===== src/rtl/core/psrc_pkg.sv =====
// ----------------------------------------------------------------------------
// psrc_pkg: pedal speed ramp controller package
// Field widths, register reset values, fixed-point reciprocal constants and
// the structs passed between the pipeline modules.
// ----------------------------------------------------------------------------
package psrc_pkg;

    // Field widths
    localparam int unsigned RAW_W      = 12;
    localparam int unsigned PCT_W      = 7;
    localparam int unsigned DB_W       = 7;
    localparam int unsigned STEP_W     = 12;
    localparam int unsigned GAIN_W     = 12;
    localparam int unsigned SPEED_W    = 18;
    localparam int unsigned DISP_W     = 9;
    localparam int unsigned PWM_W      = 16;
    localparam int unsigned CFG_ADDR_W = 3;
    localparam int unsigned CFG_DATA_W = 18;

    // Window defaults
    localparam int unsigned SAMPLES_DEF = 16;
    localparam int unsigned UPDATES_DEF = 16;

    // Scaling constants
    localparam int unsigned FULL_SCALE_RAW = 4020;
    localparam int unsigned RAW_SCALE      = 100;
    localparam int unsigned GAIN_DIV       = 100;
    localparam int unsigned SPEED_UNIT     = 1000;
    localparam int unsigned PWM_TOP        = 65535;
    localparam int unsigned DISPLAY_SPAN   = 220;
    localparam int unsigned SPEED_MAX      = (1 << SPEED_W) - 1;
    localparam int unsigned RAW_MAX        = (1 << RAW_W) - 1;
    localparam int unsigned PCT_MAX        = RAW_MAX * RAW_SCALE / FULL_SCALE_RAW;

    // Division by a constant d: for x < 2**N, floor(x/d) equals
    // (x * ceil(2**(N+l)/d)) >> (N+l) with l = clog2(d).

    // raw*100/4020, the *100 folded into the multiplier
    localparam int unsigned     PCT_N      = $clog2(RAW_MAX * RAW_SCALE + 1);
    localparam int unsigned     PCT_SHIFT  = PCT_N + $clog2(FULL_SCALE_RAW);
    localparam longint unsigned PCT_MULT   =
        (((64'd1 << PCT_SHIFT) + FULL_SCALE_RAW - 1) / FULL_SCALE_RAW) * RAW_SCALE;
    localparam int unsigned     PCT_PROD_W = PCT_SHIFT + PCT_W;

    // avg_percent*gain/100
    localparam int unsigned     GAIN_N      = $clog2(PCT_MAX * ((1 << GAIN_W) - 1) + 1);
    localparam int unsigned     GAIN_SHIFT  = GAIN_N + $clog2(GAIN_DIV);
    localparam longint unsigned GAIN_MULT   =
        ((64'd1 << GAIN_SHIFT) + GAIN_DIV - 1) / GAIN_DIV;
    localparam int unsigned     DELTA_W     =
        $clog2(PCT_MAX * ((1 << GAIN_W) - 1) / GAIN_DIV + 1);
    localparam int unsigned     GAIN_PROD_W = GAIN_SHIFT + DELTA_W;

    // avg_speed/1000
    localparam int unsigned     UNIT_SHIFT  = SPEED_W + $clog2(SPEED_UNIT);
    localparam longint unsigned UNIT_MULT   =
        ((64'd1 << UNIT_SHIFT) + SPEED_UNIT - 1) / SPEED_UNIT;
    localparam int unsigned     UNIT_PROD_W = UNIT_SHIFT + DISP_W;

    // display*65535/220
    localparam int unsigned     PWM_N      = $clog2(((1 << DISP_W) - 1) * PWM_TOP + 1);
    localparam int unsigned     PWM_SHIFT  = PWM_N + $clog2(DISPLAY_SPAN);
    localparam longint unsigned PWM_MULT   =
        ((64'd1 << PWM_SHIFT) + DISPLAY_SPAN - 1) / DISPLAY_SPAN;
    localparam int unsigned     PWM_Q_W    =
        $clog2(((1 << DISP_W) - 1) * PWM_TOP / DISPLAY_SPAN + 1);
    localparam int unsigned     PWM_PROD_W = PWM_SHIFT + PWM_Q_W;

    // Register indexes
    typedef enum logic [CFG_ADDR_W-1:0] {
        REG_DEADBAND   = 3'd0,
        REG_COAST_STEP = 3'd1,
        REG_LOW_LIMIT  = 3'd2,
        REG_HIGH_LIMIT = 3'd3,
        REG_LOW_GAIN   = 3'd4,
        REG_HIGH_GAIN  = 3'd5,
        REG_BRAKE_GAIN = 3'd6
    } cfg_reg_t;

    typedef struct packed {
        logic [DB_W-1:0]    deadband;
        logic [STEP_W-1:0]  coast_step;
        logic [SPEED_W-1:0] low_limit;
        logic [SPEED_W-1:0] high_limit;
        logic [GAIN_W-1:0]  low_gain;
        logic [GAIN_W-1:0]  high_gain;
        logic [GAIN_W-1:0]  brake_gain;
    } cfg_t;

    localparam cfg_t CFG_RST = '{
        deadband:   DB_W'(15),
        coast_step: STEP_W'(400),
        low_limit:  SPEED_W'(80000),
        high_limit: SPEED_W'(200000),
        low_gain:   GAIN_W'(1600),
        high_gain:  GAIN_W'(3200),
        brake_gain: GAIN_W'(3200)
    };

    // Averaged pedals of one closed sample window
    typedef struct packed {
        logic             ev;
        logic             park;
        logic             high;
        logic [PCT_W-1:0] t_avg;
        logic [PCT_W-1:0] b_avg;
    } pedal_t;

    // Speed after one update
    typedef struct packed {
        logic               ev;
        logic [SPEED_W-1:0] speed;
    } speed_t;

    // One result word
    typedef struct packed {
        logic               ev;
        logic [SPEED_W-1:0] speed;
        logic               disp_valid;
        logic [DISP_W-1:0]  disp;
        logic [PWM_W-1:0]   pwm;
    } result_t;

endpackage


===== src/rtl/core/psrc_pedal_front.sv =====
// ----------------------------------------------------------------------------
// psrc_pedal_front: pedal scaling and sample window
// Scales both samples to percent with deadband, sums them over the sample
// window and averages the sums when the window closes.
// ----------------------------------------------------------------------------
module psrc_pedal_front
    import psrc_pkg::*;
#(
    parameter int unsigned SAMPLES = SAMPLES_DEF
) (
    input  logic             aclk,
    input  logic             aresetn,
    input  logic             en,
    input  logic             in_valid,
    input  logic [RAW_W-1:0] throttle_raw,
    input  logic [RAW_W-1:0] brake_raw,
    input  logic             park_pin,
    input  logic             high_gear_pin,
    input  logic [DB_W-1:0]  deadband,
    output pedal_t           pedal
);

    localparam int unsigned     SUM_W      = $clog2(PCT_MAX * SAMPLES + 1);
    localparam int unsigned     CNT_W      = $clog2(SAMPLES);
    localparam int unsigned     AVG_SHIFT  = SUM_W + $clog2(SAMPLES);
    localparam longint unsigned AVG_MULT   = ((64'd1 << AVG_SHIFT) + SAMPLES - 1) / SAMPLES;
    localparam int unsigned     AVG_PROD_W = AVG_SHIFT + PCT_W;

    function automatic logic [PCT_W-1:0] to_percent(input logic [RAW_W-1:0] raw,
                                                    input logic [DB_W-1:0]  db);
        logic [PCT_PROD_W-1:0] prod;
        logic [PCT_W-1:0]      pct;
        prod = PCT_PROD_W'(raw) * PCT_PROD_W'(PCT_MULT);
        pct  = prod[PCT_SHIFT +: PCT_W];
        return (pct < db) ? '0 : pct;
    endfunction

    // Stage A: percents
    logic             a_valid_reg;
    logic [PCT_W-1:0] a_tpct_reg, a_bpct_reg;
    logic             a_park_reg, a_high_reg;

    // Stage B: window sums
    logic [CNT_W-1:0] cnt_reg, cnt_next;
    logic [SUM_W-1:0] tsum_reg, tsum_next, bsum_reg, bsum_next;
    logic [SUM_W-1:0] tacc, bacc;
    logic             last;
    logic             b_ev_reg;
    logic [SUM_W-1:0] b_ttot_reg, b_btot_reg;
    logic             b_park_reg, b_high_reg;

    // Stage C: averages
    logic [AVG_PROD_W-1:0] t_prod, b_prod;
    pedal_t                pedal_reg, pedal_next;

    always_ff @(posedge aclk) begin
        if (!aresetn) begin
            a_valid_reg <= 1'b0;
        end else if (en) begin
            a_valid_reg <= in_valid;
        end
    end

    always_ff @(posedge aclk) begin
        if (en) begin
            a_tpct_reg <= to_percent(throttle_raw, deadband);
            a_bpct_reg <= to_percent(brake_raw, deadband);
            a_park_reg <= park_pin;
            a_high_reg <= high_gear_pin;
        end
    end

    always_comb begin
        tacc      = tsum_reg + SUM_W'(a_tpct_reg);
        bacc      = bsum_reg + SUM_W'(a_bpct_reg);
        last      = a_valid_reg && (cnt_reg == CNT_W'(SAMPLES - 1));
        cnt_next  = cnt_reg;
        tsum_next = tsum_reg;
        bsum_next = bsum_reg;
        if (last) begin
            cnt_next  = '0;
            tsum_next = '0;
            bsum_next = '0;
        end else if (a_valid_reg) begin
            cnt_next  = cnt_reg + 1'b1;
            tsum_next = tacc;
            bsum_next = bacc;
        end
    end

    always_ff @(posedge aclk) begin
        if (!aresetn) begin
            cnt_reg  <= '0;
            tsum_reg <= '0;
            bsum_reg <= '0;
            b_ev_reg <= 1'b0;
        end else if (en) begin
            cnt_reg  <= cnt_next;
            tsum_reg <= tsum_next;
            bsum_reg <= bsum_next;
            b_ev_reg <= last;
        end
    end

    // Window totals and gear pins of the item that closes the window
    always_ff @(posedge aclk) begin
        if (en) begin
            b_ttot_reg <= tacc;
            b_btot_reg <= bacc;
            b_park_reg <= a_park_reg;
            b_high_reg <= a_high_reg;
        end
    end

    always_comb begin
        t_prod           = AVG_PROD_W'(b_ttot_reg) * AVG_PROD_W'(AVG_MULT);
        b_prod           = AVG_PROD_W'(b_btot_reg) * AVG_PROD_W'(AVG_MULT);
        pedal_next.ev    = b_ev_reg;
        pedal_next.park  = b_park_reg;
        pedal_next.high  = b_high_reg;
        pedal_next.t_avg = t_prod[AVG_SHIFT +: PCT_W];
        pedal_next.b_avg = b_prod[AVG_SHIFT +: PCT_W];
    end

    always_ff @(posedge aclk) begin
        if (!aresetn) begin
            pedal_reg <= '0;
        end else if (en) begin
            pedal_reg <= pedal_next;
        end
    end

    assign pedal = pedal_reg;

endmodule


===== src/rtl/core/psrc_speed_update.sv =====
// ----------------------------------------------------------------------------
// psrc_speed_update: speed ramp
// Turns averaged pedals into a speed step and applies it to the stored speed,
// clamped to the gear limit; park instead coasts down by the coast step.
// ----------------------------------------------------------------------------
module psrc_speed_update
    import psrc_pkg::*;
(
    input  logic   aclk,
    input  logic   aresetn,
    input  logic   en,
    input  cfg_t   cfg,
    input  pedal_t pedal,
    output speed_t speed_out
);

    // Stage D: gain products
    logic              d_ev_reg, d_park_reg, d_high_reg, d_tpos_reg, d_bpos_reg;
    logic [GAIN_N-1:0] d_tprod_reg, d_bprod_reg;
    logic [GAIN_W-1:0] gain_sel;

    // Stage E: steps
    logic                   e_ev_reg, e_park_reg, e_high_reg, e_tpos_reg, e_bpos_reg;
    logic [DELTA_W-1:0]     e_dt_reg, e_db_reg;
    logic [GAIN_PROD_W-1:0] t_div, b_div;

    // Stage F: speed
    logic                   f_ev_reg;
    logic [SPEED_W-1:0]     speed_reg, speed_next;
    logic [SPEED_W:0]       raised;
    logic [SPEED_W-1:0]     lowered, held, limit;

    assign gain_sel = pedal.high ? cfg.high_gain : cfg.low_gain;

    always_ff @(posedge aclk) begin
        if (!aresetn) begin
            d_ev_reg <= 1'b0;
            e_ev_reg <= 1'b0;
            f_ev_reg <= 1'b0;
        end else if (en) begin
            d_ev_reg <= pedal.ev;
            e_ev_reg <= d_ev_reg;
            f_ev_reg <= e_ev_reg;
        end
    end

    always_ff @(posedge aclk) begin
        if (en) begin
            d_park_reg  <= pedal.park;
            d_high_reg  <= pedal.high;
            d_tpos_reg  <= (pedal.t_avg != '0);
            d_bpos_reg  <= (pedal.b_avg != '0);
            d_tprod_reg <= GAIN_N'(pedal.t_avg) * GAIN_N'(gain_sel);
            d_bprod_reg <= GAIN_N'(pedal.b_avg) * GAIN_N'(cfg.brake_gain);
        end
    end

    assign t_div = GAIN_PROD_W'(d_tprod_reg) * GAIN_PROD_W'(GAIN_MULT);
    assign b_div = GAIN_PROD_W'(d_bprod_reg) * GAIN_PROD_W'(GAIN_MULT);

    always_ff @(posedge aclk) begin
        if (en) begin
            e_park_reg <= d_park_reg;
            e_high_reg <= d_high_reg;
            e_tpos_reg <= d_tpos_reg;
            e_bpos_reg <= d_bpos_reg;
            e_dt_reg   <= t_div[GAIN_SHIFT +: DELTA_W];
            e_db_reg   <= b_div[GAIN_SHIFT +: DELTA_W];
        end
    end

    // Park coasts down to zero and ignores the limit; in gear clamp to 0..limit.
    always_comb begin
        limit   = e_high_reg ? cfg.high_limit : cfg.low_limit;
        raised  = (SPEED_W + 1)'(speed_reg) + (SPEED_W + 1)'(e_dt_reg);
        lowered = (SPEED_W'(e_db_reg) > speed_reg) ? '0 : speed_reg - SPEED_W'(e_db_reg);
        if (e_tpos_reg && !e_bpos_reg) begin
            held = (raised > (SPEED_W + 1)'(limit)) ? limit : raised[SPEED_W-1:0];
        end else if (e_bpos_reg && !e_tpos_reg) begin
            held = (lowered > limit) ? limit : lowered;
        end else begin
            held = (speed_reg > limit) ? limit : speed_reg;
        end
        if (e_park_reg) begin
            speed_next = (SPEED_W'(cfg.coast_step) > speed_reg) ?
                         '0 : speed_reg - SPEED_W'(cfg.coast_step);
        end else begin
            speed_next = held;
        end
    end

    always_ff @(posedge aclk) begin
        if (!aresetn) begin
            speed_reg <= '0;
        end else if (en && e_ev_reg) begin
            speed_reg <= speed_next;
        end
    end

    assign speed_out.ev    = f_ev_reg;
    assign speed_out.speed = speed_reg;

endmodule


===== src/rtl/core/psrc_display.sv =====
// ----------------------------------------------------------------------------
// psrc_display: display window
// Averages the updated speed over the display window, scales it to display
// units and maps it to a saturated PWM compare value.
// ----------------------------------------------------------------------------
module psrc_display
    import psrc_pkg::*;
#(
    parameter int unsigned UPDATES = UPDATES_DEF
) (
    input  logic    aclk,
    input  logic    aresetn,
    input  logic    en,
    input  speed_t  speed_in,
    output result_t result
);

    localparam int unsigned     SUM_W      = $clog2(SPEED_MAX * UPDATES + 1);
    localparam int unsigned     CNT_W      = $clog2(UPDATES);
    localparam int unsigned     AVG_SHIFT  = SUM_W + $clog2(UPDATES);
    localparam longint unsigned AVG_MULT   = ((64'd1 << AVG_SHIFT) + UPDATES - 1) / UPDATES;
    localparam int unsigned     AVG_PROD_W = AVG_SHIFT + SPEED_W;

    // Stage G: speed sum
    logic [CNT_W-1:0]   cnt_reg, cnt_next;
    logic [SUM_W-1:0]   sum_reg, sum_next, acc;
    logic               last;
    logic               g_ev_reg, g_win_reg;
    logic [SPEED_W-1:0] g_speed_reg;
    logic [SUM_W-1:0]   g_total_reg;

    // Stage H: average speed
    logic                  h_ev_reg, h_win_reg;
    logic [SPEED_W-1:0]    h_speed_reg, h_avg_reg;
    logic [AVG_PROD_W-1:0] avg_prod;

    // Stage I: display speed
    logic                   i_ev_reg, i_win_reg;
    logic [SPEED_W-1:0]     i_speed_reg;
    logic [DISP_W-1:0]      i_disp_reg;
    logic [UNIT_PROD_W-1:0] unit_prod;

    // PWM mapping
    logic [PWM_N-1:0]      pwm_scaled;
    logic [PWM_PROD_W-1:0] pwm_prod;
    logic [PWM_Q_W-1:0]    pwm_q;

    always_comb begin
        acc      = sum_reg + SUM_W'(speed_in.speed);
        last     = speed_in.ev && (cnt_reg == CNT_W'(UPDATES - 1));
        cnt_next = cnt_reg;
        sum_next = sum_reg;
        if (last) begin
            cnt_next = '0;
            sum_next = '0;
        end else if (speed_in.ev) begin
            cnt_next = cnt_reg + 1'b1;
            sum_next = acc;
        end
    end

    always_ff @(posedge aclk) begin
        if (!aresetn) begin
            cnt_reg  <= '0;
            sum_reg  <= '0;
            g_ev_reg <= 1'b0;
            h_ev_reg <= 1'b0;
            i_ev_reg <= 1'b0;
        end else if (en) begin
            cnt_reg  <= cnt_next;
            sum_reg  <= sum_next;
            g_ev_reg <= speed_in.ev;
            h_ev_reg <= g_ev_reg;
            i_ev_reg <= h_ev_reg;
        end
    end

    assign avg_prod  = AVG_PROD_W'(g_total_reg) * AVG_PROD_W'(AVG_MULT);
    assign unit_prod = UNIT_PROD_W'(h_avg_reg) * UNIT_PROD_W'(UNIT_MULT);

    always_ff @(posedge aclk) begin
        if (en) begin
            g_win_reg   <= last;
            g_speed_reg <= speed_in.speed;
            g_total_reg <= acc;
            h_win_reg   <= g_win_reg;
            h_speed_reg <= g_speed_reg;
            h_avg_reg   <= avg_prod[AVG_SHIFT +: SPEED_W];
            i_win_reg   <= h_win_reg;
            i_speed_reg <= h_speed_reg;
            i_disp_reg  <= unit_prod[UNIT_SHIFT +: DISP_W];
        end
    end

    // disp * 65535 as shift and subtract, then divide by the span
    always_comb begin
        pwm_scaled = PWM_N'({i_disp_reg, {PWM_W{1'b0}}}) - PWM_N'(i_disp_reg);
        pwm_prod   = PWM_PROD_W'(pwm_scaled) * PWM_PROD_W'(PWM_MULT);
        pwm_q      = pwm_prod[PWM_SHIFT +: PWM_Q_W];
        result.ev         = i_ev_reg;
        result.speed      = i_speed_reg;
        result.disp_valid = i_win_reg;
        result.disp       = i_win_reg ? i_disp_reg : '0;
        if (!i_win_reg) begin
            result.pwm = '0;
        end else if (pwm_q > PWM_Q_W'(PWM_TOP)) begin
            result.pwm = PWM_W'(PWM_TOP);
        end else begin
            result.pwm = pwm_q[PWM_W-1:0];
        end
    end

endmodule


===== src/rtl/core/pedal_speed_ramp_controller.sv =====
// ----------------------------------------------------------------------------
// pedal_speed_ramp_controller: pedal driven speed ramp
// Window-averaged throttle and brake pedals ramp a stored speed per gear;
// the speed is also averaged for a display value and a PWM compare value.
// ----------------------------------------------------------------------------
// Usage:
//   s_ channel: one word per converter sample pair with the two gear pins.
//   m_ channel: one word per SAMPLES_PER_UPDATE input words, carrying the
//   updated speed; every UPDATES_PER_DISPLAY results m_tuser is set and the
//   display speed and PWM compare fields are filled, else they read zero.
//   cfg_ port: write registers while no word is in flight.
// Throughput: one input word per cycle, sustained while no stall holds the pipeline.
// Pipeline: the word closing the sample window reaches m_ as a result through
//   the ten-stage pipeline (input register, scaling, window sum, average, gain
//   multiply, divide, speed update, speed sum, average, display scaling) plus the
//   output register.
// Stall: a result waiting on m_tready holds in the output register while the
//   pipeline keeps moving; once the next result reaches the last stage the
//   whole pipeline holds and s_tready drops; nothing is lost or repeated.
// Reset: clears the speed, both windows, the pipeline and the output word,
//   and loads the register reset values.
// ----------------------------------------------------------------------------
module pedal_speed_ramp_controller
    import psrc_pkg::*;
#(
    parameter int unsigned SAMPLES_PER_UPDATE  = SAMPLES_DEF,
    parameter int unsigned UPDATES_PER_DISPLAY = UPDATES_DEF
) (
    input  logic                  aclk,
    input  logic                  aresetn,
    // config write port
    input  logic                  cfg_wr_en,
    input  logic [CFG_ADDR_W-1:0] cfg_addr,
    input  logic [CFG_DATA_W-1:0] cfg_wdata,
    // input stream
    input  logic                  s_tvalid,
    output logic                  s_tready,
    // [11:0] throttle_raw, [23:12] brake_raw, [24] park_pin, [25] high_gear_pin
    input  logic [31:0]           s_tdata,
    // result stream
    output logic                  m_tvalid,
    input  logic                  m_tready,
    // [17:0] desired_speed, [26:18] display_speed, [42:27] pwm_compare
    output logic [47:0]           m_tdata,
    // [0] display_valid
    output logic                  m_tuser
);

    cfg_t    cfg_reg;
    logic    adv;
    logic    out_free;

    logic             in_valid_reg;
    logic [RAW_W-1:0] in_throttle_reg, in_brake_reg;
    logic             in_park_reg, in_high_reg;

    pedal_t  pedal;
    speed_t  speed;
    result_t result;
    result_t out_reg;

    // Register writes
    always_ff @(posedge aclk) begin
        if (!aresetn) begin
            cfg_reg <= CFG_RST;
        end else if (cfg_wr_en) begin
            case (cfg_reg_t'(cfg_addr))
                REG_DEADBAND:   cfg_reg.deadband   <= cfg_wdata[DB_W-1:0];
                REG_COAST_STEP: cfg_reg.coast_step <= cfg_wdata[STEP_W-1:0];
                REG_LOW_LIMIT:  cfg_reg.low_limit  <= cfg_wdata[SPEED_W-1:0];
                REG_HIGH_LIMIT: cfg_reg.high_limit <= cfg_wdata[SPEED_W-1:0];
                REG_LOW_GAIN:   cfg_reg.low_gain   <= cfg_wdata[GAIN_W-1:0];
                REG_HIGH_GAIN:  cfg_reg.high_gain  <= cfg_wdata[GAIN_W-1:0];
                REG_BRAKE_GAIN: cfg_reg.brake_gain <= cfg_wdata[GAIN_W-1:0];
                default: ;
            endcase
        end
    end

    // Advance the pipeline unless a new result would land on a waiting one
    assign out_free = !out_reg.ev || m_tready;
    assign adv      = out_free || !result.ev;
    assign s_tready = adv;

    always_ff @(posedge aclk) begin
        if (!aresetn) begin
            in_valid_reg <= 1'b0;
        end else if (adv) begin
            in_valid_reg <= s_tvalid;
        end
    end

    always_ff @(posedge aclk) begin
        if (adv) begin
            in_throttle_reg <= s_tdata[RAW_W-1:0];
            in_brake_reg    <= s_tdata[2*RAW_W-1:RAW_W];
            in_park_reg     <= s_tdata[2*RAW_W];
            in_high_reg     <= s_tdata[2*RAW_W+1];
        end
    end

    psrc_pedal_front #(
        .SAMPLES (SAMPLES_PER_UPDATE)
    ) u_front (
        .aclk          (aclk),
        .aresetn       (aresetn),
        .en            (adv),
        .in_valid      (in_valid_reg),
        .throttle_raw  (in_throttle_reg),
        .brake_raw     (in_brake_reg),
        .park_pin      (in_park_reg),
        .high_gear_pin (in_high_reg),
        .deadband      (cfg_reg.deadband),
        .pedal         (pedal)
    );

    psrc_speed_update u_speed (
        .aclk      (aclk),
        .aresetn   (aresetn),
        .en        (adv),
        .cfg       (cfg_reg),
        .pedal     (pedal),
        .speed_out (speed)
    );

    psrc_display #(
        .UPDATES (UPDATES_PER_DISPLAY)
    ) u_display (
        .aclk     (aclk),
        .aresetn  (aresetn),
        .en       (adv),
        .speed_in (speed),
        .result   (result)
    );

    // Drop bubbles while a result waits; load whenever the output word is free
    always_ff @(posedge aclk) begin
        if (!aresetn) begin
            out_reg <= '0;
        end else if (out_free) begin
            out_reg <= result;
        end
    end

    assign m_tvalid = out_reg.ev;
    assign m_tuser  = out_reg.disp_valid;
    assign m_tdata  = {5'd0, out_reg.pwm, out_reg.disp, out_reg.speed};

endmodule


===== config.mk =====
export PLATFORM = sky130hd
export DESIGN_NAME = pedal_speed_ramp_controller
export DESIGN_NICKNAME = d
export VERILOG_FILES = /design/src/rtl/core/psrc_pkg.sv /design/src/rtl/core/psrc_pedal_front.sv /design/src/rtl/core/psrc_speed_update.sv /design/src/rtl/core/psrc_display.sv /design/src/rtl/core/pedal_speed_ramp_controller.sv
export SDC_FILE = /design/constraint.sdc
export NUM_CORES = 2
export LEC_CHECK = 0
export BUFFER_PORTS_ARGS = -buffer_cell sky130_fd_sc_hd__buf_2
export CORE_MARGIN = 2
export CORE_UTILIZATION = 55
export DETAILED_ROUTE_END_ITERATION = 16
export PLACE_DENSITY_LB_ADDON = 0.3
export RECOVER_POWER = 100
export SLEW_MARGIN = 20
export SYNTH_ARGS = -nofsm -noshare
export SYNTH_HDL_FRONTEND = slang
export SYNTH_SLANG_ARGS = --single-unit

===== constraint.sdc =====
create_clock -name aclk -period 9.5 [get_ports aclk]
set_input_delay 0.95 -clock aclk [delete_from_list [all_inputs] [get_ports aclk]]
set_output_delay 0.95 -clock aclk [all_outputs]
set_load 0.05 [all_outputs]

==> summary.txt <==
Placed design
  • Gp weighted congestion: a little over 0.9
  • Post-place setup slack: between 1000 and 1500 ps
  • DP HPWL: between 100 and 150 mm
  • Port bufs: 97

Yosys
  • #FFs+latches synth: 464
  • Count of cell types in the netlist: 97
  • Post-synthesis sequential area ratio: 0.197
  • Post-synth EDFFs: 232
  • Gate Count Post-Synth: about 6000
  • Synth warn: 0
  • Async SR Flop Fraction: 0
  • Ys flop type: edfxtp_1
  • Post-synthesis cell area: 58900 µm²
  • Mean post-synth cell area: 9.84 µm²

Global routing
  • GRT met3 Usage: 0.0358
  • First-pass GRT wire length: around 220 mm
  • Largest net degree at the start of global routing: 88
  • Tot GR Track Use: 0.248
  • Antenna violations before repair: 11
  • Residual overflow from global routing: 0
  • M2 GR Usage: 0.419
  • GRT met1 Usage: 0.333
  • Vias in the first global route: 42600
  • Top Usage Layer GRT: met2

Pwr
  • Static leakage: 33.7 nW
  • P per Cell Area: about 160 nW/µm²
  • Worst VDD drop: just under 0.0002 V

Clock network
  • Post-CTS Resized: 0
  • Clock Pin Slew Worst Setup and Hold Paths: 60 ps
  • Latest clock arrival within the worst-skew pair: 640 ps
  • Post-CTS setup buffer count: 0
  • H-tree depth: 2
  • CTS tree: done
  • CTS Buf Count: approximately 50
  • CTS Hold Bufs: 0
  • Clock sinks: 464
  • Max clock buf depth: 3
  • Clock Tree Root: clkbuf_16

Route
  • Routed Antenna Nets: 0
  • Total Wirelength: 133 mm
  • Vias: 41100
  • Vias/cell: 5.49
  • Detailed Routing Iterations Pass 1: 5
  • Remaining DRCs: 0
  • Iter 0 DRT Violations: 2478
  • Routed len/inst: 17.7 µm

Timing
  • Endpoints failing setup: 0
  • RSZ-0062 raised after global routing: false
  • Final hold vios: 0
  • Setup ws final: ~1100 ps
  • Slew Limit Headroom: -1.72
  • Minimum clock period: between 8000 and 9000 ps
  • Setup TNS: 0 ps
  • Worst Clk Skew: 49.0 ps
  • Final Cycle Share: 0.887
  • Max-slew violation count: 477
  • Slew of the pin with the lowest slew margin: approximately 4000 ps
  • Highest clock rate: 119 MHz

Worst setup path
  • Type of the worst setup path: flop to flop
  • Worst Setup SP: u_display.i_disp_reg[0]
  • CP Data Required Time: 9960 ps
  • Critical path launch point type: flop
  • Critical path endpoint category: flop
  • Worst r2r src: u_display.i_disp_reg[0]
  • Crit-path max FO: 15
  • Crit path DAT: 8880 ps
  • Internal reg-to-reg setup slack: 1070 ps

Floorplan
  • # IOs: 109
  • Starting Density: 0.557
  • Die area: 110000 µm²
  • Vert. Die Dim: around 330 µm
  • Row count: 119
  • Core area: 106000 µm²
  • Die Wd: roughly 330 µm

Min path
  • Worst hold path startpoint: u_display.g_speed_reg[4]
  • Min-delay worst type: flop to flop

Status
  • Outcome: complete, but fails checks
  • Failing checks: capacitance limit, slew limit

Cells and area
  • Number of flip-flops in the largest register: roughly 90
  • Layout net count: 7985
  • Most common cell after layout, fill and taps aside: inv_1
  • Most frequent cells in the layout: 1298 x inv_1, 1126 x ha_1, 748 x fa_1
  • Layout cells sized above 1: 0.0345
  • Layout area overhead: 6.25%

Flow run
  • # Max-Cap Violations: 9
-- cell type report --
type                    count  area (µm²)
flip-flops and latches    464       11600
repair buffers            129         619
inverters                1302        4900
clock buffers              68        1440
clock inverters            26         353
diodes                      4        10.0
well taps                1391        1740
fillers                  8963       43200
multi-input cells        4105       41900
-- metrics by stage --
stage	utilization	hold slack (ps)	instance area (µm²)	cells	power [W]
3_5_place_dp	0.576	405	60900	7391	0.00799
3_3_place_gp	0.576	402	60900	7391	0.00778
5_1_grt	0.591	416	62500	7487	0.0111
6_report	0.591	415	62500	7489	0.0101
4_1_cts	0.593	416	62700	7485	0.0102
2_1_floorplan	-	400	58900	5983	0.00653
-- worst max-delay path, stage by stage, from the launching register on --
cell	delay (ps)
edfxtp_1	350
buf_4	210
inv_1	130
ha_1	180
nand2_1	100
nor4_1	240
nand2b_1	180
or3_1	680
fa_1	630
inv_1	60
fa_1	470
fa_1	510
inv_1	50
fa_1	470
fa_1	530
fa_1	550
inv_1	50
fa_1	520
inv_1	40
ha_1	310
a21oi_1	280
o21a_1	240
nand3_1	100
o211ai_1	320
o2111ai_1	200
a211o_1	340
nand3b_1	360
o211ai_1	160
-- final timing paths --
check / to / cells past startpoint
setup / recovery: m_tdata[28] / 27
hold / removal: u_display.h_speed_reg[4] / 0
setup reg to reg: m_tdata[28] / 27
hold reg to reg: u_display.h_speed_reg[4] / 0
-- layer usage --
metal  vias to the layer above  wire length, µm
met5                         -               69
met4                        10             3610
met3                       233             7250
met2                       945            62700
met1                     20200            58900
li1                      19700                -
-- cells in the mapped netlist, drive strengths merged, types with 6 or more instances --
cell     instances  area (µm²)
o21a            38         285
nand2b          25         156
and2            71         444
o21bai          19         143
or2             20         125
nand3          112         561
mux2i           22         220
a211oi          34         300
buf             24         124
nor3b            6        45.0
a21o            83         632
xor2            77         674
a21oi          321        1620
inv           1300        4880
mux2            19         214
o211ai          47         363
fa             748       15000
a21boi           8        60.1
clkbuf          88         330
o31ai           10        93.8
a211o            8        70.1
a2111oi          9        78.8
and3            41         257
a41oi            7        61.3
nor2b           50         313
o21ai          108         541
edfxtp         232        6970
o22ai            6        43.8
nor2           195         732
o2111ai         18         158
or3             17         106
nor3            55         275
a32o             7        70.1
o311ai           6        52.6
nand4           33         206
a22oi           28         215
dfxtp          232        4640
nand2          528        1980
nor4            12        75.1
ha            1126       14100
xnor2          102         893
a31oi           17         128
-- power by group --
part	internal (W)	switching (W)	leakage [nW]
logic	0.00236	0.00320	28.2
clock network	0.00126	0.000855	0.881
registers	0.00225	0.000156	4.65
total	0.00587	0.00421	33.7
-- cell families (layout without fill, tap and decap cells) --
family                     count (synthesis)  after routing  share of synthesized area
AOI/OAI and AO/OA                        819            819                     0.0910
adders and majority gates               1878           1878                      0.495
xor gates and xnor gates                 179            179                     0.0266
DFF                                      464            464                      0.197
muxes                                     41             41                    0.00738
and+or+nand+nor                         1183           1183                     0.0924
other                                      1              9                  0.0000637
buffers and inverters                   1414           1525                     0.0908
Power figures use the tool's default switching activity.
